**src/design/tfa_pkg.sv**
```systemverilog
// ----------------------------------------------------------------------------
// Timecode frame arithmetic package
// Shared types, codes and per-rate constant tables.
// ----------------------------------------------------------------------------
package tfa_pkg;

  // Rate codes.
  localparam logic [2:0] RATE_24    = 3'd0;
  localparam logic [2:0] RATE_25    = 3'd1;
  localparam logic [2:0] RATE_30    = 3'd2;
  localparam logic [2:0] RATE_60    = 3'd3;
  localparam logic [2:0] RATE_D2997 = 3'd4;
  localparam logic [2:0] RATE_D5994 = 3'd5;
  localparam logic [2:0] RATE_RESET = RATE_30;

  // Command codes.
  localparam logic [1:0] CMD_ADD_TC  = 2'd0;
  localparam logic [1:0] CMD_ADD_OFS = 2'd1;
  localparam logic [1:0] CMD_DIFF    = 2'd2;

  // Day wrap codes.
  localparam logic [1:0] WRAP_NONE  = 2'd0;
  localparam logic [1:0] WRAP_OVER  = 2'd1;
  localparam logic [1:0] WRAP_UNDER = 2'd2;

  // Reciprocal shifts; each is large enough that the product rounds exactly.
  localparam int DAY_SH = 55;
  localparam int HR_SH  = 41;
  localparam int MIN_SH = 34;
  localparam int DM_SH  = 28;
  localparam int SEC_SH = 18;

  // Nominal frames per second.
  localparam logic [6:0] FPS [8] = '{7'd24, 7'd25, 7'd30, 7'd60, 7'd30, 7'd60, 7'd30, 7'd30};

  // Frames per hour.
  localparam logic [17:0] FPH [8] = '{18'd86400, 18'd90000, 18'd108000, 18'd216000,
                                      18'd107892, 18'd215784, 18'd108000, 18'd108000};

  // Frames per day.
  localparam logic [22:0] DAY [8] = '{23'd2073600, 23'd2160000, 23'd2592000, 23'd5184000,
                                      23'd2589408, 23'd5178816, 23'd2592000, 23'd2592000};

  // Frames per minute (non-drop) or per ten-minute block (drop).
  localparam logic [15:0] D2 [8] = '{16'd1440, 16'd1500, 16'd1800, 16'd3600,
                                     16'd17982, 16'd35964, 16'd1800, 16'd1800};

  // Frames in a dropped minute.
  localparam logic [11:0] D3 [8] = '{12'd1798, 12'd1798, 12'd1798, 12'd1798,
                                     12'd1798, 12'd3596, 12'd1798, 12'd1798};

  localparam logic [34:0] M_DAY [8] = '{
    35'((67'd1 << DAY_SH) / 67'd2073600 + 67'd1),
    35'((67'd1 << DAY_SH) / 67'd2160000 + 67'd1),
    35'((67'd1 << DAY_SH) / 67'd2592000 + 67'd1),
    35'((67'd1 << DAY_SH) / 67'd5184000 + 67'd1),
    35'((67'd1 << DAY_SH) / 67'd2589408 + 67'd1),
    35'((67'd1 << DAY_SH) / 67'd5178816 + 67'd1),
    35'((67'd1 << DAY_SH) / 67'd2592000 + 67'd1),
    35'((67'd1 << DAY_SH) / 67'd2592000 + 67'd1)};

  localparam logic [24:0] M_HR [8] = '{
    25'((48'd1 << HR_SH) / 48'd86400 + 48'd1),
    25'((48'd1 << HR_SH) / 48'd90000 + 48'd1),
    25'((48'd1 << HR_SH) / 48'd108000 + 48'd1),
    25'((48'd1 << HR_SH) / 48'd216000 + 48'd1),
    25'((48'd1 << HR_SH) / 48'd107892 + 48'd1),
    25'((48'd1 << HR_SH) / 48'd215784 + 48'd1),
    25'((48'd1 << HR_SH) / 48'd108000 + 48'd1),
    25'((48'd1 << HR_SH) / 48'd108000 + 48'd1)};

  localparam logic [23:0] M_MIN [8] = '{
    24'((42'd1 << MIN_SH) / 42'd1440 + 42'd1),
    24'((42'd1 << MIN_SH) / 42'd1500 + 42'd1),
    24'((42'd1 << MIN_SH) / 42'd1800 + 42'd1),
    24'((42'd1 << MIN_SH) / 42'd3600 + 42'd1),
    24'((42'd1 << MIN_SH) / 42'd17982 + 42'd1),
    24'((42'd1 << MIN_SH) / 42'd35964 + 42'd1),
    24'((42'd1 << MIN_SH) / 42'd1800 + 42'd1),
    24'((42'd1 << MIN_SH) / 42'd1800 + 42'd1)};

  localparam logic [17:0] M_DM [8] = '{
    18'((34'd1 << DM_SH) / 34'd1798 + 34'd1),
    18'((34'd1 << DM_SH) / 34'd1798 + 34'd1),
    18'((34'd1 << DM_SH) / 34'd1798 + 34'd1),
    18'((34'd1 << DM_SH) / 34'd1798 + 34'd1),
    18'((34'd1 << DM_SH) / 34'd1798 + 34'd1),
    18'((34'd1 << DM_SH) / 34'd3596 + 34'd1),
    18'((34'd1 << DM_SH) / 34'd1798 + 34'd1),
    18'((34'd1 << DM_SH) / 34'd1798 + 34'd1)};

  localparam logic [13:0] M_SEC [8] = '{
    14'((26'd1 << SEC_SH) / 26'd24 + 26'd1),
    14'((26'd1 << SEC_SH) / 26'd25 + 26'd1),
    14'((26'd1 << SEC_SH) / 26'd30 + 26'd1),
    14'((26'd1 << SEC_SH) / 26'd60 + 26'd1),
    14'((26'd1 << SEC_SH) / 26'd30 + 26'd1),
    14'((26'd1 << SEC_SH) / 26'd60 + 26'd1),
    14'((26'd1 << SEC_SH) / 26'd30 + 26'd1),
    14'((26'd1 << SEC_SH) / 26'd30 + 26'd1)};

  // Control that travels with each item down the pipeline.
  typedef struct packed {
    logic        vld;
    logic        ok;
    logic [1:0]  cmd;
    logic [2:0]  rate;
    logic [1:0]  wrap;
    logic [23:0] diff;
  } tfa_ctl_t;

  function automatic logic is_drop(logic [2:0] k);
    return (k == RATE_D2997) || (k == RATE_D5994);
  endfunction

endpackage

```
**src/design/tfa_daymod.sv**
```systemverilog
// ----------------------------------------------------------------------------
// Day modulo
// Reduces the sum modulo one day and splits off the hour.
// ----------------------------------------------------------------------------
module tfa_daymod (
  input  logic              clk_i,
  input  logic              rst_ni,
  input  logic              en_i,
  input  tfa_pkg::tfa_ctl_t ctl_i,
  input  logic [31:0]       mag_i,
  input  logic              neg_i,
  output tfa_pkg::tfa_ctl_t ctl_o,
  output logic [22:0]       pos_o,
  output logic [4:0]        hours_o
);

  tfa_pkg::tfa_ctl_t c3_q, c4_q, c5_q;
  logic [66:0] qprod;
  logic [11:0] q3_q;
  logic [31:0] mag3_q;
  logic        neg3_q, neg4_q;
  logic [34:0] qday;
  logic [22:0] r4_q;
  logic [22:0] pos;
  logic [47:0] hprod;
  logic [22:0] p5_q;
  logic [4:0]  h5_q;

  // Stage 3: quotient by the day length through its reciprocal.
  assign qprod = 67'(mag_i) * 67'(tfa_pkg::M_DAY[ctl_i.rate]);

  // Stage 4: remainder of the magnitude.
  assign qday = 35'(q3_q) * 35'(tfa_pkg::DAY[c3_q.rate]);

  // Stage 5: fold a negative sum back into the day, then find the hour.
  always_comb begin
    if (neg4_q && (r4_q != 23'd0)) begin
      pos = tfa_pkg::DAY[c4_q.rate] - r4_q;
    end else begin
      pos = r4_q;
    end
    hprod = 48'(pos) * 48'(tfa_pkg::M_HR[c4_q.rate]);
  end

  always_ff @(posedge clk_i or negedge rst_ni) begin
    if (!rst_ni) begin
      c3_q <= '0;
      c4_q <= '0;
      c5_q <= '0;
    end else if (en_i) begin
      c3_q <= ctl_i;
      c4_q <= c3_q;
      c5_q <= c4_q;
    end
  end

  always_ff @(posedge clk_i) begin
    if (en_i) begin
      q3_q   <= qprod[66:55];
      mag3_q <= mag_i;
      neg3_q <= neg_i;
      r4_q   <= 23'(mag3_q - qday[31:0]);
      neg4_q <= neg3_q;
      p5_q   <= pos;
      h5_q   <= hprod[45:41];
    end
  end

  assign ctl_o   = c5_q;
  assign pos_o   = p5_q;
  assign hours_o = h5_q;

endmodule

```
**config.mk**
```make
export PLATFORM = sky130hd
export DESIGN_NAME = tfa_daymod
export DESIGN_NICKNAME = d
export VERILOG_FILES = /design/src/design/tfa_pkg.sv /design/src/design/tfa_daymod.sv
export SDC_FILE = /design/constraint.sdc
export NUM_CORES = 2
export LEC_CHECK = 0
export ABC_AREA = 1
export BUFFER_PORTS_ARGS = -buffer_cell sky130_fd_sc_hd__buf_4
export CORE_MARGIN = 2
export CORE_UTILIZATION = 30
export DETAILED_ROUTE_END_ITERATION = 8
export PLACE_DENSITY = 0.46
export SETUP_SLACK_MARGIN = 0.1
export SLEW_MARGIN = 20
export SYNTH_ARGS = -nofsm -noshare
export SYNTH_HDL_FRONTEND = slang
export SYNTH_SLANG_ARGS = --single-unit
```
**constraint.sdc**
```tcl
create_clock -name clk_i -period 14.9 [get_ports clk_i]
set_clock_uncertainty 0.15 [all_clocks]
set_input_delay 2.98 -clock clk_i [delete_from_list [all_inputs] [get_ports clk_i]]
set_output_delay 2.98 -clock clk_i [all_outputs]
set_load 0.005 [all_outputs]
```
==> flow_summary.toml <==
[setup_path]
crit_top_cell = "fa_1"
crit_type = "primary input to register"
crit_path_end_kind = "register"
crit_family = "adder cells"
crit_slowest_cell = "nor2_2"
worstPathMaxFanout = 16
r2r_slack_ns = 3.74
r2r_end = "hours_o[1]"
worst_r2r_path_depth = 36
worst_ep_arrival_time_ns = 12.23
crit_required_ns = 15.03
r2r-start = "c4_q[28]"
cp_num_buf_inv = 8
max_stage_delay_ns = 0.92
cp-start-kind = "primary input"

[clock_network]
clockBufferDepth = 2
ctsHoldBuffers = 0
cts_sinks = 187
tritoncts = "yes"
ctsHtreeMaxLevel = 4
clkSlewWorstSetupHoldPaths_ns = 0.09
cts.repair.resized = 0
cts-buffers-inserted = 17
clock-root-buffer = "clkbuf_16"
post_cts_buffers = 0
clock_latency_ns = 0.52

[yosys]
synth_top_area_share_pct = 49.5
synthesis.area_sq_um = 63800
synth_warnings = 0
synth.area.top_cells = "fa_1 (49%), inv_1 (13%), ha_1 (10%)"
synthArstFlopShare_pct = 52.9
synth_edf_count = 88
syn_inst = 7323
yosys.area.top_type = "fa_1"
synthFlopType = "dfrtp_1"
syn-num-nets = 9479
netlist-cell-type-count = 58
ys_seq_area_share_pct = 8.02
synth_seq_cells = 187
syn_avg_cell_area_sq_um = 8.71

[detailed_routing]
drc = 0
vias = 48200
antenna_left = 0
drt-wirelength-per-cell_um = 24.8
wl_mm = 252
drt-initial-drc-count = 3831
via_per_inst = 4.75
dr.pass1.iters = 6

[min_path]
hp-start = "neg3_q"
hp-class = "register to register"
worstHoldPathCells = 0
hold_end = "neg4_q"

[sta]
fmax_mhz = 82.7
drv_slew = 0
fin_crit_ns = 12.09
setup_viol = 0
rsz0062_at_grt = "false"
tns_ns = 0
period_share_pct = 81.1
final_hold_viol_count = 0
tightest_slew_ns = 1.22
relSlewSlack_pct = 18.9

[run_status]
status = "completed"

[layout]
fin_nets = 9488
syn2layout_area_growth_pct = 7.60
drive_gt1_share_pct = 4.36
num_antenna_cells = 0

[floorplanning]
die-area_sq_um = 216000
coreArea_sq_um = 212000
io-pin-count = 130
die_w_um = 465
start_util_pct = 30.1
num_rows = 169
die_h_um = 465

[placement]
place.gp.congestion = 0.989
port_buffers = 129
dp_hpwl_mm = 214

[grt]
grt_pass1_wl_mm = 367
grt_use_total_pct = 23.5
grt_antenna_before_repair = 6
grt_max_degree = 171
grt_pass1_vias = 52700
grt_overflow = 0

[flow_run]
maxCapViolCount = 0
## stage by stage
step	worst slack (ns)	hold WS, ns	cell area [sq um]	utilization (%)	cells
after floorplan	4.68	0.250	63800	-	7323
after global placement	2.41	0.254	68000	32.1	10100
final	2.81	0.304	68700	32.4	10200
after CTS	2.93	0.297	68700	32.4	10200
after detailed placement	2.37	0.261	68000	32.1	10100
after global routing	2.59	0.309	68700	32.4	10200
## synth_stat cells, types with 13 or more instances
cell type	count
clkinv_1	22
dfrtp_1	99
nand2_1	1114
a21oi_1	189
ha_1	510
nor2_1	889
buf_1	17
nand4_1	22
buf_2	28
nor3_1	37
a31oi_1	14
o21ai_0	113
xor2_1	45
edfxtp_1	88
xnor2_1	25
a21o_1	15
inv_1	2133
nand3_1	69
inv_2	17
fa_1	1577
mux2_2	30
clkbuf_1	150
nor4_1	13
## worst max path at each step
stage / slack, ns / cells past startpoint / start / to
floorplan: 4.68 / 34 / ctl_i[27] / q3_q[0]
global placement: 2.41 / 37 / ctl_i[27] / q3_q[11]
detailed placement: 2.37 / 33 / ctl_i[27] / q3_q[1]
CTS: 2.93 / 33 / ctl_i[27] / q3_q[5]
global route: 2.59 / 30 / ctl_i[27] / q3_q[7]
finish: 2.81 / 29 / ctl_i[27] / q3_q[7]
## routing by layer
metal | track usage (%) | part of all wire (%) | vias to the layer above
li1 | - | - | 21000
met1 | 30.5 | 41 | 25000
met2 | 39.1 | 47 | 1807
met3 | 4.33 | 7.3 | 423
met4 | 8.74 | 4.4 | 6
met5 | 0 | 0.014 | -
## placed cells by master (no fill, tap or decap), types with 14 or more instances in the layout
master / synthesis / layout
a21o_1: 15 / 15
a21oi_1: 189 / 188
a31oi_1: 14 / 14
buf_4: 5 / 191
clkbuf_16: 0 / 17
clkinv_1: 22 / 22
dfrtp_1: 99 / 99
edfxtp_1: 88 / 88
fa_1: 1577 / 1577
ha_1: 510 / 510
inv_1: 2133 / 2133
inv_2: 17 / 17
mux2_2: 30 / 30
nand2_1: 1114 / 1114
nand3_1: 69 / 69
nand4_1: 22 / 22
nor2_1: 889 / 881
nor3_1: 37 / 37
o21ai_0: 113 / 111
xnor2_1: 25 / 25
xor2_1: 45 / 44
## cell families after synthesis
family	count (synthesis)	share of synthesized area, %
buffers and inverters	2375	14.1
and+or+nand+nor	2178	13.4
adders and majority gates	2087	59.5
muxes	30	0.529
DFF	187	8.02
AOI/OAI and AO/OA	395	3.47
xor gates and xnor gates	71	0.998
## sequential cells by signal, indices dropped and copies added (netlist names)
register,count
c3_q,33
c4_q,33
ctl_o,33
hours_o,5
mag3_q,23
neg3_q,1
neg4_q,1
pos_o,23
q3_q,12
r4_q,23
## layout make-up
cell class	instances	area, sq um
inverters	2172	8150
clock inverters	15	221
flip-flops and latches	187	5120
well taps	2821	3530
clock buffers	17	425
multi-input cells	4761	49700
repair buffers	193	1470
fillers	22400	143000
Power is not shown: default switching activity piles up to over one toggle a cycle in this logic, so the estimate is an artifact.
