**config.mk**
```make
export PLATFORM = sky130hd
export DESIGN_NAME = tfa_front
export DESIGN_NICKNAME = d
export VERILOG_FILES = /design/src/design/tfa_pkg.sv /design/src/design/tfa_front.sv
export SDC_FILE = /design/constraint.sdc
export NUM_CORES = 2
export LEC_CHECK = 0
export BUFFER_PORTS_ARGS = -buffer_cell sky130_fd_sc_hd__buf_2
export CORE_MARGIN = 1.5
export CORE_UTILIZATION = 40
export DETAILED_ROUTE_END_ITERATION = 8
export HOLD_SLACK_MARGIN = 0.05
export SYNTH_ARGS = -nofsm -noshare
export SYNTH_HDL_FRONTEND = slang
export SYNTH_SLANG_ARGS = --single-unit
```
**constraint.sdc**
```tcl
create_clock -name clk_i -period 5.9 [get_ports clk_i]
set_input_delay 0.885 -clock clk_i [delete_from_list [all_inputs] [get_ports clk_i]]
set_output_delay 0.885 -clock clk_i [all_outputs]
set_load 0.1 [all_outputs]
```
**src/design/tfa_pkg.sv**
```systemverilog
// ----------------------------------------------------------------------------
// Timecode frame arithmetic package
// Shared types, codes and per-rate constant tables.
// ----------------------------------------------------------------------------
package tfa_pkg;

  // Rate codes.
  localparam logic [2:0] RATE_24    = 3'd0;
  localparam logic [2:0] RATE_25    = 3'd1;
  localparam logic [2:0] RATE_30    = 3'd2;
  localparam logic [2:0] RATE_60    = 3'd3;
  localparam logic [2:0] RATE_D2997 = 3'd4;
  localparam logic [2:0] RATE_D5994 = 3'd5;
  localparam logic [2:0] RATE_RESET = RATE_30;

  // Command codes.
  localparam logic [1:0] CMD_ADD_TC  = 2'd0;
  localparam logic [1:0] CMD_ADD_OFS = 2'd1;
  localparam logic [1:0] CMD_DIFF    = 2'd2;

  // Day wrap codes.
  localparam logic [1:0] WRAP_NONE  = 2'd0;
  localparam logic [1:0] WRAP_OVER  = 2'd1;
  localparam logic [1:0] WRAP_UNDER = 2'd2;

  // Reciprocal shifts; each is large enough that the product rounds exactly.
  localparam int DAY_SH = 55;
  localparam int HR_SH  = 41;
  localparam int MIN_SH = 34;
  localparam int DM_SH  = 28;
  localparam int SEC_SH = 18;

  // Nominal frames per second.
  localparam logic [6:0] FPS [8] = '{7'd24, 7'd25, 7'd30, 7'd60, 7'd30, 7'd60, 7'd30, 7'd30};

  // Frames per hour.
  localparam logic [17:0] FPH [8] = '{18'd86400, 18'd90000, 18'd108000, 18'd216000,
                                      18'd107892, 18'd215784, 18'd108000, 18'd108000};

  // Frames per day.
  localparam logic [22:0] DAY [8] = '{23'd2073600, 23'd2160000, 23'd2592000, 23'd5184000,
                                      23'd2589408, 23'd5178816, 23'd2592000, 23'd2592000};

  // Frames per minute (non-drop) or per ten-minute block (drop).
  localparam logic [15:0] D2 [8] = '{16'd1440, 16'd1500, 16'd1800, 16'd3600,
                                     16'd17982, 16'd35964, 16'd1800, 16'd1800};

  // Frames in a dropped minute.
  localparam logic [11:0] D3 [8] = '{12'd1798, 12'd1798, 12'd1798, 12'd1798,
                                     12'd1798, 12'd3596, 12'd1798, 12'd1798};

  localparam logic [34:0] M_DAY [8] = '{
    35'((67'd1 << DAY_SH) / 67'd2073600 + 67'd1),
    35'((67'd1 << DAY_SH) / 67'd2160000 + 67'd1),
    35'((67'd1 << DAY_SH) / 67'd2592000 + 67'd1),
    35'((67'd1 << DAY_SH) / 67'd5184000 + 67'd1),
    35'((67'd1 << DAY_SH) / 67'd2589408 + 67'd1),
    35'((67'd1 << DAY_SH) / 67'd5178816 + 67'd1),
    35'((67'd1 << DAY_SH) / 67'd2592000 + 67'd1),
    35'((67'd1 << DAY_SH) / 67'd2592000 + 67'd1)};

  localparam logic [24:0] M_HR [8] = '{
    25'((48'd1 << HR_SH) / 48'd86400 + 48'd1),
    25'((48'd1 << HR_SH) / 48'd90000 + 48'd1),
    25'((48'd1 << HR_SH) / 48'd108000 + 48'd1),
    25'((48'd1 << HR_SH) / 48'd216000 + 48'd1),
    25'((48'd1 << HR_SH) / 48'd107892 + 48'd1),
    25'((48'd1 << HR_SH) / 48'd215784 + 48'd1),
    25'((48'd1 << HR_SH) / 48'd108000 + 48'd1),
    25'((48'd1 << HR_SH) / 48'd108000 + 48'd1)};

  localparam logic [23:0] M_MIN [8] = '{
    24'((42'd1 << MIN_SH) / 42'd1440 + 42'd1),
    24'((42'd1 << MIN_SH) / 42'd1500 + 42'd1),
    24'((42'd1 << MIN_SH) / 42'd1800 + 42'd1),
    24'((42'd1 << MIN_SH) / 42'd3600 + 42'd1),
    24'((42'd1 << MIN_SH) / 42'd17982 + 42'd1),
    24'((42'd1 << MIN_SH) / 42'd35964 + 42'd1),
    24'((42'd1 << MIN_SH) / 42'd1800 + 42'd1),
    24'((42'd1 << MIN_SH) / 42'd1800 + 42'd1)};

  localparam logic [17:0] M_DM [8] = '{
    18'((34'd1 << DM_SH) / 34'd1798 + 34'd1),
    18'((34'd1 << DM_SH) / 34'd1798 + 34'd1),
    18'((34'd1 << DM_SH) / 34'd1798 + 34'd1),
    18'((34'd1 << DM_SH) / 34'd1798 + 34'd1),
    18'((34'd1 << DM_SH) / 34'd1798 + 34'd1),
    18'((34'd1 << DM_SH) / 34'd3596 + 34'd1),
    18'((34'd1 << DM_SH) / 34'd1798 + 34'd1),
    18'((34'd1 << DM_SH) / 34'd1798 + 34'd1)};

  localparam logic [13:0] M_SEC [8] = '{
    14'((26'd1 << SEC_SH) / 26'd24 + 26'd1),
    14'((26'd1 << SEC_SH) / 26'd25 + 26'd1),
    14'((26'd1 << SEC_SH) / 26'd30 + 26'd1),
    14'((26'd1 << SEC_SH) / 26'd60 + 26'd1),
    14'((26'd1 << SEC_SH) / 26'd30 + 26'd1),
    14'((26'd1 << SEC_SH) / 26'd60 + 26'd1),
    14'((26'd1 << SEC_SH) / 26'd30 + 26'd1),
    14'((26'd1 << SEC_SH) / 26'd30 + 26'd1)};

  // Control that travels with each item down the pipeline.
  typedef struct packed {
    logic        vld;
    logic        ok;
    logic [1:0]  cmd;
    logic [2:0]  rate;
    logic [1:0]  wrap;
    logic [23:0] diff;
  } tfa_ctl_t;

  function automatic logic is_drop(logic [2:0] k);
    return (k == RATE_D2997) || (k == RATE_D5994);
  endfunction

endpackage

```
**src/design/tfa_front.sv**
```systemverilog
// ----------------------------------------------------------------------------
// Timecode front end
// Checks the timecodes that the command uses, converts them to frame counts and forms the sum and difference.
// ----------------------------------------------------------------------------
module tfa_front (
  input  logic              clk_i,
  input  logic              rst_ni,
  input  logic              en_i,
  input  logic              vld_i,
  input  logic [2:0]        rate_i,
  input  logic [1:0]        cmd_i,
  input  logic [4:0]        a_hours_i,
  input  logic [5:0]        a_minutes_i,
  input  logic [5:0]        a_seconds_i,
  input  logic [5:0]        a_frames_i,
  input  logic [4:0]        b_hours_i,
  input  logic [5:0]        b_minutes_i,
  input  logic [5:0]        b_seconds_i,
  input  logic [5:0]        b_frames_i,
  input  logic signed [31:0] frame_offset_i,
  output tfa_pkg::tfa_ctl_t ctl_o,
  output logic [31:0]       mag_o,
  output logic              neg_o
);

  function automatic logic [5:0] tens_of(logic [5:0] m);
    logic [13:0] p;
    p = 14'(m) * 14'd205;
    return 6'(p >> 11);
  endfunction

  function automatic logic tc_ok(logic [2:0] k, logic [4:0] h, logic [5:0] m,
                                 logic [5:0] s, logic [5:0] f);
    logic [5:0] mm;
    logic [5:0] dropn;
    logic       good;
    mm    = 6'(m - 6'(tens_of(m) * 6'd10));
    dropn = (k == tfa_pkg::RATE_D5994) ? 6'd4 : 6'd2;
    good  = (k <= tfa_pkg::RATE_D5994) && (h <= 5'd23) && (m <= 6'd59) && (s <= 6'd59) &&
            (7'(f) < tfa_pkg::FPS[k]);
    if (tfa_pkg::is_drop(k) && (s == 6'd0) && (f < dropn) && (mm != 6'd0)) begin
      good = 1'b0;
    end
    return good;
  endfunction

  function automatic logic [22:0] tc_frames(logic [2:0] k, logic [4:0] h, logic [5:0] m,
                                            logic [5:0] s, logic [5:0] f);
    logic [5:0]  tens;
    logic [5:0]  mm;
    logic [22:0] acc;
    tens = tens_of(m);
    mm   = 6'(m - 6'(tens * 6'd10));
    acc  = 23'(23'(h) * 23'(tfa_pkg::FPH[k]));
    if (tfa_pkg::is_drop(k)) begin
      acc = 23'(acc + 23'(tens) * 23'(tfa_pkg::D2[k]) + 23'(mm) * 23'(tfa_pkg::D3[k]));
    end else begin
      acc = 23'(acc + 23'(m) * 23'(tfa_pkg::D2[k]));
    end
    return 23'(acc + 23'(s) * 23'(tfa_pkg::FPS[k]) + 23'(f));
  endfunction

  // Stage 1: check and convert.
  tfa_pkg::tfa_ctl_t c1_d, c1_q;
  logic [22:0]       pa_d, pa_q, pb_d, pb_q;
  logic signed [31:0] ofs_q;

  always_comb begin
    c1_d      = '0;
    c1_d.vld  = vld_i;
    c1_d.cmd  = cmd_i;
    c1_d.rate = rate_i;
    c1_d.ok   = (cmd_i != 2'd3) && tc_ok(rate_i, a_hours_i, a_minutes_i, a_seconds_i, a_frames_i) &&
                ((cmd_i == tfa_pkg::CMD_ADD_OFS) ||
                 tc_ok(rate_i, b_hours_i, b_minutes_i, b_seconds_i, b_frames_i));
    pa_d      = tc_frames(rate_i, a_hours_i, a_minutes_i, a_seconds_i, a_frames_i);
    pb_d      = tc_frames(rate_i, b_hours_i, b_minutes_i, b_seconds_i, b_frames_i);
  end

  always_ff @(posedge clk_i or negedge rst_ni) begin
    if (!rst_ni) begin
      c1_q <= '0;
    end else if (en_i) begin
      c1_q <= c1_d;
    end
  end

  always_ff @(posedge clk_i) begin
    if (en_i) begin
      pa_q  <= pa_d;
      pb_q  <= pb_d;
      ofs_q <= frame_offset_i;
    end
  end

  // Stage 2: sum, wrap direction and magnitude.
  tfa_pkg::tfa_ctl_t c2_d, c2_q;
  logic signed [33:0] sum;
  logic [31:0]        mag_d, mag_q;
  logic               neg_q;

  always_comb begin
    c2_d = c1_q;
    if (c1_q.cmd == tfa_pkg::CMD_ADD_TC) begin
      sum = 34'(pa_q) + 34'(pb_q);
    end else begin
      sum = 34'(ofs_q) + 34'(pa_q);
    end
    if (sum[33]) begin
      c2_d.wrap = tfa_pkg::WRAP_UNDER;
      mag_d     = 32'(-sum);
    end else begin
      c2_d.wrap = ($unsigned(sum) >= 34'(tfa_pkg::DAY[c1_q.rate])) ? tfa_pkg::WRAP_OVER
                                                                   : tfa_pkg::WRAP_NONE;
      mag_d     = 32'(sum);
    end
    c2_d.diff = 24'(pb_q) - 24'(pa_q);
  end

  always_ff @(posedge clk_i or negedge rst_ni) begin
    if (!rst_ni) begin
      c2_q <= '0;
    end else if (en_i) begin
      c2_q <= c2_d;
    end
  end

  always_ff @(posedge clk_i) begin
    if (en_i) begin
      mag_q <= mag_d;
      neg_q <= sum[33];
    end
  end

  assign ctl_o = c2_q;
  assign mag_o = mag_q;
  assign neg_o = neg_q;

endmodule

```
==> impl_metrics.tcl <==
set metrics [dict create \
    grt_first_pass_wirelength_mm 156 \
    crit_arrival_ps 11370 \
    insertion_delay_ps 450 \
    synth.distinct_cells 84 \
    async_reset_ff_share_pct 26.5 \
    grt_max_degree 96 \
    r2r-end "mag_o[7]" \
    status "finished, violations left" \
    r2r_cells 13 \
    portBuffers 152 \
    violations "negative setup slack" \
    synthTopCellsByArea "fa_1, ha_1, edfxtp_1, inv_1, nand2_1" \
    drc_errors 0 \
    post-route-period-util_pct 189 \
    cts.root.buffer_cell "clkbuf_16" \
    hold_path.class "flip-flop to flip-flop" \
    fin_nets 5433 \
    yosys.area.top_type "fa_1" \
    mostFrequentLayoutCells "inv_1, buf_4, ha_1" \
    final_common_cell "inv_1" \
    routed_wirelength_mm 99.2 \
    dp_hpwl_mm 84.8 \
    timing.fmax_ghz 0.0895 \
    tritoncts "yes" \
    crit_slowest_cell "fa_1" \
    crit_fanout 3 \
    ios 153 \
    rows 104 \
    core-area_um2 80800 \
    worstHoldStart "ctl_o[0]" \
    synth_area_um2 32700 \
    hold_end "ctl_o[0]" \
    drt-initial-drc-count 1607 \
    antenna_found_initial 10 \
    drtAntennaViolNets 0 \
    die-area_um2 83500 \
    finalCriticalPeriod_ps 11170 \
    utilization_pct 51.5 \
    first_global_vias 28700 \
    hold_violations 0 \
    setup_slack_ps -5270 \
    overflow 0 \
    cts.clk_slew.worst_paths_ps 60 \
    timing.rr.start "pa_q[0]" \
    grt_use_total_pct 24.0 \
    drive_above_1_share_pct 25.1 \
    gp_congestion 0.963 \
    end_kind "flip-flop" \
    worstSetupPathType "primary input to flip-flop" \
    worstMarginPinSlew_ps 1000 \
    cts_buffers 17 \
    cts_sinks 151 \
    reg2reg_slack_ps 1040 \
    syn_area_per_cell_um2 8.78 \
    holdBufCountCts 0 \
    viasPerCell 5.09 \
    die_h_um 289 \
    area_growth_pct 27.2 \
    dr.pass1.iters 6 \
    ys_ff_latch 151 \
    ys_warn_count 0 \
    wl_per_cell_um 17.9 \
    synth_edf_count 111 \
    die_w_um 289 \
    fin_skew_ps 7.71 \
    synth_sequential_area_ratio_pct 13.2 \
    initial_utilization_pct 40.5 \
    setup_viol 43 \
    yosysTopAreaCellShare_pct 24.7 \
    synth_cells 3727 \
    start_kind "primary input" \
    htree_levels 4 \
    cp_data_required_time_ps 6090 \
    rsz0062_at_grt "yes" \
    whs_path_depth 2 \
    clk_path_buf_depth 2 \
    ys.flop_type "edfxtp_1" \
    slew_violations 0 \
    synth_fp_nets 4707 \
    drv_cap 0 \
    slew_headroom_pct 31.3 \
    slowest_delay_ps 560 \
    dr_total_vias 28100 \
]
[layout make-up]
cell class,count,area (µm²)
multi-input combinational,2778,26900
clock buffer,19,433
antenna,2,5.00
fill,7606,39200
sequential,151,4330
timing repair buffer,807,5850
tap,1060,1330
inverter,698,2620
clock inverter,13,181
[worst max-delay path by stage]
stage | from | end
6_report | a_minutes_i[3] | pa_q[22]
5_1_grt | a_minutes_i[1] | pa_q[22]
4_1_cts | a_minutes_i[3] | pa_q[22]
3_5_place_dp | a_minutes_i[3] | pa_q[22]
3_3_place_gp | a_minutes_i[3] | pa_q[22]
2_1_floorplan | a_minutes_i[3] | pa_q[22]
[synth_stat cells, types with 68 or more instances]
| library cell | n |
|---|---|
| fa_1 | 403 |
| inv_1 | 696 |
| and2_1 | 78 |
| nand2_1 | 353 |
| o21ai_0 | 130 |
| edfxtp_1 | 111 |
| ha_1 | 490 |
| nor2_1 | 239 |
| clkbuf_1 | 84 |
| xnor2_1 | 144 |
| a21o_1 | 68 |
| a21oi_1 | 179 |
| xor2_1 | 72 |
[timing repair]
| item | CTS | global route |
|---|---|---|
| buffers inserted | 32 | 19 |
| gates resized for setup | 139 | 57 |
| pin swaps | 89 | 62 |
| endpoints found under the hold margin | 0 | 0 |
| endpoints found under the setup margin | 43 | 43 |
[cell families (layout without fill, tap and decap cells)]
group	Yosys count	after routing	synth area share, %
simple gates	989	989	14.2
xor+xnor	216	216	5.78
fa+ha+maj	893	893	43.4
buf+inv	798	1537	9.19
flops	151	151	13.2
compound gates	638	638	12.8
mux	42	42	1.39
other cells	0	2	0
[sequential cells by signal, indices dropped and copies added (netlist names)]
signal	cells
c1_q	7
ctl_o	33
ofs_q	32
neg_o	1
mag_o	32
pa_q	23
pb_q	23
[critical path: cells and delay by family]
kind            cells  cell delay [ps]
simple gates        5              620
buf+inv            10              510
compound gates     16             2900
xor+xnor            4              560
fa+ha+maj          16             5890
[per-layer routing]
layer | GRT usage [%] | wire (µm)
met1 | 32.3 | 45100
met2 | 40.0 | 45100
met3 | 2.52 | 5080
met4 | 8.91 | 3890
met5 | 0 | 88
[per-stage QoR]
stage / instances / TNS [ps] / setup WS (ps) / hold WS [ps] / instance area (µm²)
floorplan: 3727 / -188060 / -5600 / 449 / 33400
global placement: 5458 / -205820 / -5790 / 467 / 39700
detailed placement: 5458 / -210270 / -5850 / 474 / 39700
CTS: 5513 / -183310 / -5220 / 490 / 41300
global route: 5526 / -199700 / -5680 / 510 / 41600
finish: 5528 / -185420 / -5270 / 494 / 41600
Power is left out: the tool's default activity adds up to more than one toggle a clock period on the data nets, which glitch-free logic cannot reach.
