<file path="src/design/tfa_pkg.sv">
// ----------------------------------------------------------------------------
// Timecode frame arithmetic package
// Shared types, codes and per-rate constant tables.
// ----------------------------------------------------------------------------
package tfa_pkg;

  // Rate codes.
  localparam logic [2:0] RATE_24    = 3'd0;
  localparam logic [2:0] RATE_25    = 3'd1;
  localparam logic [2:0] RATE_30    = 3'd2;
  localparam logic [2:0] RATE_60    = 3'd3;
  localparam logic [2:0] RATE_D2997 = 3'd4;
  localparam logic [2:0] RATE_D5994 = 3'd5;
  localparam logic [2:0] RATE_RESET = RATE_30;

  // Command codes.
  localparam logic [1:0] CMD_ADD_TC  = 2'd0;
  localparam logic [1:0] CMD_ADD_OFS = 2'd1;
  localparam logic [1:0] CMD_DIFF    = 2'd2;

  // Day wrap codes.
  localparam logic [1:0] WRAP_NONE  = 2'd0;
  localparam logic [1:0] WRAP_OVER  = 2'd1;
  localparam logic [1:0] WRAP_UNDER = 2'd2;

  // Reciprocal shifts; each is large enough that the product rounds exactly.
  localparam int DAY_SH = 55;
  localparam int HR_SH  = 41;
  localparam int MIN_SH = 34;
  localparam int DM_SH  = 28;
  localparam int SEC_SH = 18;

  // Nominal frames per second.
  localparam logic [6:0] FPS [8] = '{7'd24, 7'd25, 7'd30, 7'd60, 7'd30, 7'd60, 7'd30, 7'd30};

  // Frames per hour.
  localparam logic [17:0] FPH [8] = '{18'd86400, 18'd90000, 18'd108000, 18'd216000,
                                      18'd107892, 18'd215784, 18'd108000, 18'd108000};

  // Frames per day.
  localparam logic [22:0] DAY [8] = '{23'd2073600, 23'd2160000, 23'd2592000, 23'd5184000,
                                      23'd2589408, 23'd5178816, 23'd2592000, 23'd2592000};

  // Frames per minute (non-drop) or per ten-minute block (drop).
  localparam logic [15:0] D2 [8] = '{16'd1440, 16'd1500, 16'd1800, 16'd3600,
                                     16'd17982, 16'd35964, 16'd1800, 16'd1800};

  // Frames in a dropped minute.
  localparam logic [11:0] D3 [8] = '{12'd1798, 12'd1798, 12'd1798, 12'd1798,
                                     12'd1798, 12'd3596, 12'd1798, 12'd1798};

  localparam logic [34:0] M_DAY [8] = '{
    35'((67'd1 << DAY_SH) / 67'd2073600 + 67'd1),
    35'((67'd1 << DAY_SH) / 67'd2160000 + 67'd1),
    35'((67'd1 << DAY_SH) / 67'd2592000 + 67'd1),
    35'((67'd1 << DAY_SH) / 67'd5184000 + 67'd1),
    35'((67'd1 << DAY_SH) / 67'd2589408 + 67'd1),
    35'((67'd1 << DAY_SH) / 67'd5178816 + 67'd1),
    35'((67'd1 << DAY_SH) / 67'd2592000 + 67'd1),
    35'((67'd1 << DAY_SH) / 67'd2592000 + 67'd1)};

  localparam logic [24:0] M_HR [8] = '{
    25'((48'd1 << HR_SH) / 48'd86400 + 48'd1),
    25'((48'd1 << HR_SH) / 48'd90000 + 48'd1),
    25'((48'd1 << HR_SH) / 48'd108000 + 48'd1),
    25'((48'd1 << HR_SH) / 48'd216000 + 48'd1),
    25'((48'd1 << HR_SH) / 48'd107892 + 48'd1),
    25'((48'd1 << HR_SH) / 48'd215784 + 48'd1),
    25'((48'd1 << HR_SH) / 48'd108000 + 48'd1),
    25'((48'd1 << HR_SH) / 48'd108000 + 48'd1)};

  localparam logic [23:0] M_MIN [8] = '{
    24'((42'd1 << MIN_SH) / 42'd1440 + 42'd1),
    24'((42'd1 << MIN_SH) / 42'd1500 + 42'd1),
    24'((42'd1 << MIN_SH) / 42'd1800 + 42'd1),
    24'((42'd1 << MIN_SH) / 42'd3600 + 42'd1),
    24'((42'd1 << MIN_SH) / 42'd17982 + 42'd1),
    24'((42'd1 << MIN_SH) / 42'd35964 + 42'd1),
    24'((42'd1 << MIN_SH) / 42'd1800 + 42'd1),
    24'((42'd1 << MIN_SH) / 42'd1800 + 42'd1)};

  localparam logic [17:0] M_DM [8] = '{
    18'((34'd1 << DM_SH) / 34'd1798 + 34'd1),
    18'((34'd1 << DM_SH) / 34'd1798 + 34'd1),
    18'((34'd1 << DM_SH) / 34'd1798 + 34'd1),
    18'((34'd1 << DM_SH) / 34'd1798 + 34'd1),
    18'((34'd1 << DM_SH) / 34'd1798 + 34'd1),
    18'((34'd1 << DM_SH) / 34'd3596 + 34'd1),
    18'((34'd1 << DM_SH) / 34'd1798 + 34'd1),
    18'((34'd1 << DM_SH) / 34'd1798 + 34'd1)};

  localparam logic [13:0] M_SEC [8] = '{
    14'((26'd1 << SEC_SH) / 26'd24 + 26'd1),
    14'((26'd1 << SEC_SH) / 26'd25 + 26'd1),
    14'((26'd1 << SEC_SH) / 26'd30 + 26'd1),
    14'((26'd1 << SEC_SH) / 26'd60 + 26'd1),
    14'((26'd1 << SEC_SH) / 26'd30 + 26'd1),
    14'((26'd1 << SEC_SH) / 26'd60 + 26'd1),
    14'((26'd1 << SEC_SH) / 26'd30 + 26'd1),
    14'((26'd1 << SEC_SH) / 26'd30 + 26'd1)};

  // Control that travels with each item down the pipeline.
  typedef struct packed {
    logic        vld;
    logic        ok;
    logic [1:0]  cmd;
    logic [2:0]  rate;
    logic [1:0]  wrap;
    logic [23:0] diff;
  } tfa_ctl_t;

  function automatic logic is_drop(logic [2:0] k);
    return (k == RATE_D2997) || (k == RATE_D5994);
  endfunction

endpackage

</file>
<file path="src/design/tfa_split.sv">
// ----------------------------------------------------------------------------
// Frame count split
// Turns a frame count within the day into minutes, seconds and frames.
// ----------------------------------------------------------------------------
module tfa_split (
  input  logic              clk_i,
  input  logic              rst_ni,
  input  logic              en_i,
  input  tfa_pkg::tfa_ctl_t ctl_i,
  input  logic [22:0]       pos_i,
  input  logic [4:0]        hours_i,
  output tfa_pkg::tfa_ctl_t ctl_o,
  output logic [4:0]        hours_o,
  output logic [5:0]        minutes_o,
  output logic [5:0]        seconds_o,
  output logic [5:0]        frames_o
);

  tfa_pkg::tfa_ctl_t c6_q, c7_q, c8_q, c9_q, c10_q, c11_q, c12_q;
  logic [4:0]  h6_q, h7_q, h8_q, h9_q, h10_q, h11_q, h12_q;

  // Stage 6: remainder within the hour.
  logic [35:0] hfph;
  logic [17:0] rem6_q;
  assign hfph = 36'(pos_i - 23'(23'(hours_i) * 23'(tfa_pkg::FPH[ctl_i.rate])));

  // Stage 7: minute (or ten-minute block) through its reciprocal.
  logic [41:0] tprod;
  logic [5:0]  t7_q;
  logic [17:0] rem7_q;
  assign tprod = 42'(rem6_q) * 42'(tfa_pkg::M_MIN[c6_q.rate]);

  // Stage 8: remainder within that minute or block.
  logic [15:0] rem8_q;
  logic [5:0]  t8_q;

  // Stage 9: minute within a ten-minute block for the drop rates.
  logic        drop8, dbl8;
  logic [15:0] base8, x8;
  logic        ge8;
  logic [33:0] dprod;
  logic        ge9_q;
  logic [15:0] x9_q, rem9_q;
  logic [3:0]  q9_q;
  logic [5:0]  t9_q;
  always_comb begin
    drop8 = tfa_pkg::is_drop(c8_q.rate);
    dbl8  = (c8_q.rate == tfa_pkg::RATE_D5994);
    base8 = dbl8 ? 16'd3600 : 16'd1800;
    ge8   = drop8 && (rem8_q >= base8);
    x8    = rem8_q - base8;
    dprod = 34'(x8) * 34'(tfa_pkg::M_DM[c8_q.rate]);
  end

  // Stage 10: minute, and the frame count left within it.
  logic        drop9, dbl9;
  logic [11:0] xr, y10_d;
  logic [5:0]  mm, m10_d, fdir_d;
  logic        direct_d;
  logic [11:0] y10_q;
  logic [5:0]  m10_q, fdir10_q, m11_q, fdir11_q;
  logic        direct10_q, sbase10_q, direct11_q, sbase11_q;
  always_comb begin
    drop9    = tfa_pkg::is_drop(c9_q.rate);
    dbl9     = (c9_q.rate == tfa_pkg::RATE_D5994);
    mm       = ge9_q ? 6'(q9_q) + 6'd1 : 6'd0;
    xr       = ge9_q ? 12'(x9_q - 16'(16'(q9_q) * 16'(tfa_pkg::D3[c9_q.rate]))) : 12'(rem9_q);
    m10_d    = drop9 ? 6'(t9_q * 6'd10 + mm) : t9_q;
    direct_d = ge9_q && (xr < (dbl9 ? 12'd56 : 12'd28));
    fdir_d   = 6'(xr + (dbl9 ? 12'd4 : 12'd2));
    y10_d    = ge9_q ? xr - (dbl9 ? 12'd56 : 12'd28) : xr;
  end

  // Stage 11: second through its reciprocal.
  logic [25:0] sprod;
  logic [5:0]  sq11_q;
  logic [11:0] y11_q;
  assign sprod = 26'(y10_q) * 26'(tfa_pkg::M_SEC[c10_q.rate]);

  // Stage 12: second and frame.
  logic [5:0] s_d, f_d, m12_q, s12_q, f12_q;
  always_comb begin
    if (direct11_q) begin
      s_d = 6'd0;
      f_d = fdir11_q;
    end else begin
      s_d = sq11_q + 6'(sbase11_q);
      f_d = 6'(y11_q - 12'(12'(sq11_q) * 12'(tfa_pkg::FPS[c11_q.rate])));
    end
  end

  always_ff @(posedge clk_i or negedge rst_ni) begin
    if (!rst_ni) begin
      c6_q  <= '0;
      c7_q  <= '0;
      c8_q  <= '0;
      c9_q  <= '0;
      c10_q <= '0;
      c11_q <= '0;
      c12_q <= '0;
    end else if (en_i) begin
      c6_q  <= ctl_i;
      c7_q  <= c6_q;
      c8_q  <= c7_q;
      c9_q  <= c8_q;
      c10_q <= c9_q;
      c11_q <= c10_q;
      c12_q <= c11_q;
    end
  end

  always_ff @(posedge clk_i) begin
    if (en_i) begin
      h6_q       <= hours_i;
      rem6_q     <= hfph[17:0];
      h7_q       <= h6_q;
      t7_q       <= tprod[39:34];
      rem7_q     <= rem6_q;
      h8_q       <= h7_q;
      t8_q       <= t7_q;
      rem8_q     <= 16'(rem7_q - 18'(18'(t7_q) * 18'(tfa_pkg::D2[c7_q.rate])));
      h9_q       <= h8_q;
      t9_q       <= t8_q;
      ge9_q      <= ge8;
      x9_q       <= x8;
      rem9_q     <= rem8_q;
      q9_q       <= dprod[31:28];
      h10_q      <= h9_q;
      m10_q      <= m10_d;
      y10_q      <= y10_d;
      direct10_q <= direct_d;
      fdir10_q   <= fdir_d;
      sbase10_q  <= ge9_q;
      h11_q      <= h10_q;
      m11_q      <= m10_q;
      y11_q      <= y10_q;
      sq11_q     <= sprod[23:18];
      direct11_q <= direct10_q;
      fdir11_q   <= fdir10_q;
      sbase11_q  <= sbase10_q;
      h12_q      <= h11_q;
      m12_q      <= m11_q;
      s12_q      <= s_d;
      f12_q      <= f_d;
    end
  end

  assign ctl_o     = c12_q;
  assign hours_o   = h12_q;
  assign minutes_o = m12_q;
  assign seconds_o = s12_q;
  assign frames_o  = f12_q;

endmodule

</file>
<file path="config.mk">
export PLATFORM = sky130hd
export DESIGN_NAME = tfa_split
export DESIGN_NICKNAME = d
export VERILOG_FILES = /design/src/design/tfa_pkg.sv /design/src/design/tfa_split.sv
export SDC_FILE = /design/constraint.sdc
export NUM_CORES = 2
export LEC_CHECK = 0
export ABC_AREA = 1
export BUFFER_PORTS_ARGS = -buffer_cell sky130_fd_sc_hd__buf_4
export CAP_MARGIN = 20
export CORE_ASPECT_RATIO = 2
export CORE_UTILIZATION = 45
export CTS_BUF_LIST = sky130_fd_sc_hd__clkbuf_16
export DETAILED_ROUTE_END_ITERATION = 10
export PLACE_DENSITY_LB_ADDON = 0.08
export SETUP_SLACK_MARGIN = 0.05
export SYNTH_ARGS = -nofsm -noshare
export SYNTH_HDL_FRONTEND = slang
export SYNTH_SLANG_ARGS = --single-unit
</file>
<file path="constraint.sdc">
create_clock -name clk_i -period 15.43 [get_ports clk_i]
set_input_delay 1.543 -clock clk_i [delete_from_list [all_inputs] [get_ports clk_i]]
set_output_delay 1.543 -clock clk_i [all_outputs]
set_load 0.02 [all_outputs]
</file>
==> metrics.md <==
| Metric | Value |
|---|---|
| Final Setup Violations | 0 |
| Status | completed |
| Crit path kind | reg -> reg |
| CP endpoint kind | flip-flop |
| Vias | 32.06k |
| Post-CTS Setup Bufs | 0 |
| CORE AREA | 0.1001 mm² |
| Synth Net Count | 6104 |
| Crit path buf inv count | 5 |
| Top FF cell, synth | dfrtp_1 |
| Hold Path Stages | 0 |
| Share of cells above drive strength 1 | 5.866% |
| Syn Area/Cell | 9.236 µm² |
| Die area | 0.1026 mm² |
| Slew Limit Fails | 0 |
| Gr ovfl total | 0 |
| Most common cell on crit path | nand2_1 |
| Setup TNS | 0 ns |
| Maximum number of pins on one net before global-route repair | 119 |
| # hold bufs at CTS | 0 |
| Reg2reg path depth | 26 |
| I/O Pins | 120 |
| Area delta synth->final | 8.057% |
| Fin crit period | 8.957 ns |
| FP Rows | 164 |
| Final Hold Vio Count | 0 |
| Tcrit/Tclk final | 58.05% |
| Mapped Cells | 4935 |
| WL per Instance | 19.80 µm |
| Measured slew at the worst slew-check pin | 1.088 ns |
| CP arrival | 9.36 ns |
| Clock buffer depth | 3 |
| Die X | 227.0 µm |
| Clk_skew | 0.05055 ns |
| DP HPWL | 105000 µm |
| Netlist Area Pre-Place | 0.04558 mm² |
| Critical-path top delay cell | dfrtp_1 |
| Synth area leaders | fa_1, edfxtp_1, dfrtp_1, ha_1, inv_1 |
| Vias in the first global route | 34.86k |
| Initial antenna violation count | 2 |
| Initial Util | 45.52% |
| IO Port Bufs | 114 |
| CTS clk-pin slew, worst paths | 0.08 ns |
| Tot GR Track Use | 25.87% |
| Filler cells | 9759 |
| Clock sinks | 428 |
| Routed wire length | 126200 µm |
| Cell family with most CP delay | adder cells |
| DRC Markers | 0 |
| Max incr delay on CP | 0.96 ns |
| Die H | 452.1 µm |
| Min-Delay Path Class | reg -> reg |
| EDFF count, synth | 197 |
| Top cell type's share of synthesized area | 30.31% |
| Yosys cell types | 54 |
| Most used cells in the layout excluding fill and tap cells | inv_1, nand2_1, fa_1 |
| 1st-pass router iterations | 5 |
| Cts bufs inserted | 45 |
| NumNets Final | 6179 |
| Clock latency on the worst-skew pair | 0.66 ns |
| RD Place Congestion | 0.9463 |
| Max Freq | 111.6 MHz |
| CTS tree | built |
| Share of synthesized registers carrying an async set or reset | 53.97% |
| Root Driver | clkbuf_16 |
| RSZ-0062 raised after global routing | false |
| Vias per inst | 5.029 |
| WP depth | 26 |
| Leading area contributor after synthesis | fa_1 |
| CP Launch Type | flip-flop |
| Antenna-violating nets left | 0 |
| Post_cts resized | 0 |
| Worst slew margin relative to its limit | 27.45% |
| Worst-path fanout max | 21 |
| Most common cell after layout, fill and taps aside | inv_1 |
| H-tree depth | 2 |
| Seq/Total Area, Yosys | 25.66% |
| WP data required | 15.83 ns |
| First-pass GRT wire length | 196100 µm |
| # Max-Cap Violations | 0 |
| DR iter-0 viols | 1412 |
| Synth Warn # | 0 |
| Synthesized flop and latch total | 428 |
-- Yosys cell counts (6+ instances only) --
| master | count |
|---|---|
| clkinv_1 | 7 |
| clkbuf_1 | 69 |
| o21ai_2 | 6 |
| nand2_1 | 738 |
| o21ai_0 | 174 |
| dfrtp_1 | 231 |
| nand3_1 | 84 |
| inv_2 | 7 |
| fa_1 | 690 |
| edfxtp_1 | 197 |
| a211oi_1 | 8 |
| nand2_2 | 8 |
| xnor2_1 | 48 |
| o211ai_1 | 7 |
| ha_1 | 415 |
| buf_2 | 30 |
| a31oi_1 | 7 |
| inv_1 | 1219 |
| nor2_1 | 515 |
| buf_1 | 9 |
| o21bai_1 | 9 |
| xor2_1 | 66 |
| mux2_2 | 31 |
| nor4_1 | 6 |
| o21a_1 | 7 |
| or2_2 | 10 |
| a21oi_1 | 232 |
| nand4_1 | 23 |
| nor3_1 | 27 |
-- flip-flops by register name (all words and copies together), names as in the netlist, 16 cells and up --
signal and count:
c10_q 33, c11_q 33, c6_q 33, c7_q 33, c8_q 33, c9_q 33
ctl_o 33, rem6_q 18, rem7_q 16, rem8_q 16
-- final timing paths --
| path | startpoint | endpoint | slack, ns |
|---|---|---|---|
| max | c6_q[27] | t7_q[3] | 6.47 |
| min reg2reg | h10_q[3] | h11_q[3] | 0.41 |
| max reg2reg | c6_q[27] | t7_q[3] | 6.47 |
| max in group asynchronous | rst_ni | ctl_o[27] | 13.05 |
| min in group asynchronous | rst_ni | ctl_o[8] | 0.94 |
| min | h10_q[3] | h11_q[3] | 0.41 |
-- stage by stage --
stage | cells | worst slack [ns] | instance area [µm²] | hold slack, ns | util, %
floorplan | 4935 | 8.276 | 45580 | 0.4003 | -
global placement | 6291 | 6.636 | 47840 | 0.4012 | 47.78
detailed placement | 6291 | 6.584 | 47840 | 0.4045 | 47.78
CTS | 6374 | 6.623 | 49240 | 0.4122 | 49.18
global route | 6376 | 6.185 | 49250 | 0.4142 | 49.18
finish | 6376 | 6.473 | 49250 | 0.4108 | 49.18
-- metal layers --
metal,GRT usage [%],up-vias,routed length [µm]
met5,0,-,0
met4,19.10,0,10930
met3,2.315,375,3574
met2,50.32,732,71160
met1,24.58,15873,40580
li1,-,15083,-
-- final cells by class --
class                           count  area [µm²]  area share, %
Tap cell                         1328        1662          3.374
Timing Repair Buffer              140        1066          2.165
Inverter                         1235        4643          9.428
Antenna cell                        2       5.005        0.01016
Clock buffer                       46        1151          2.337
Multi-Input combinational cell   3160       28770          58.42
Clock inverter                     37       252.7         0.5132
Sequential cell                   428       11700          23.75
-- kinds of logic after synthesis --
group           count (synthesis)  share of synthesized area [%]
compound gates                467                          5.479
xor+xnor                      117                          2.298
fa+ha+maj                    1106                          41.72
buf+inv                      1347                          11.23
flops                         428                          25.66
mux                            31                         0.7659
simple gates                 1439                          12.84
Power is not shown: default switching activity piles up to over one toggle a cycle in this logic, so the estimate is an artifact.
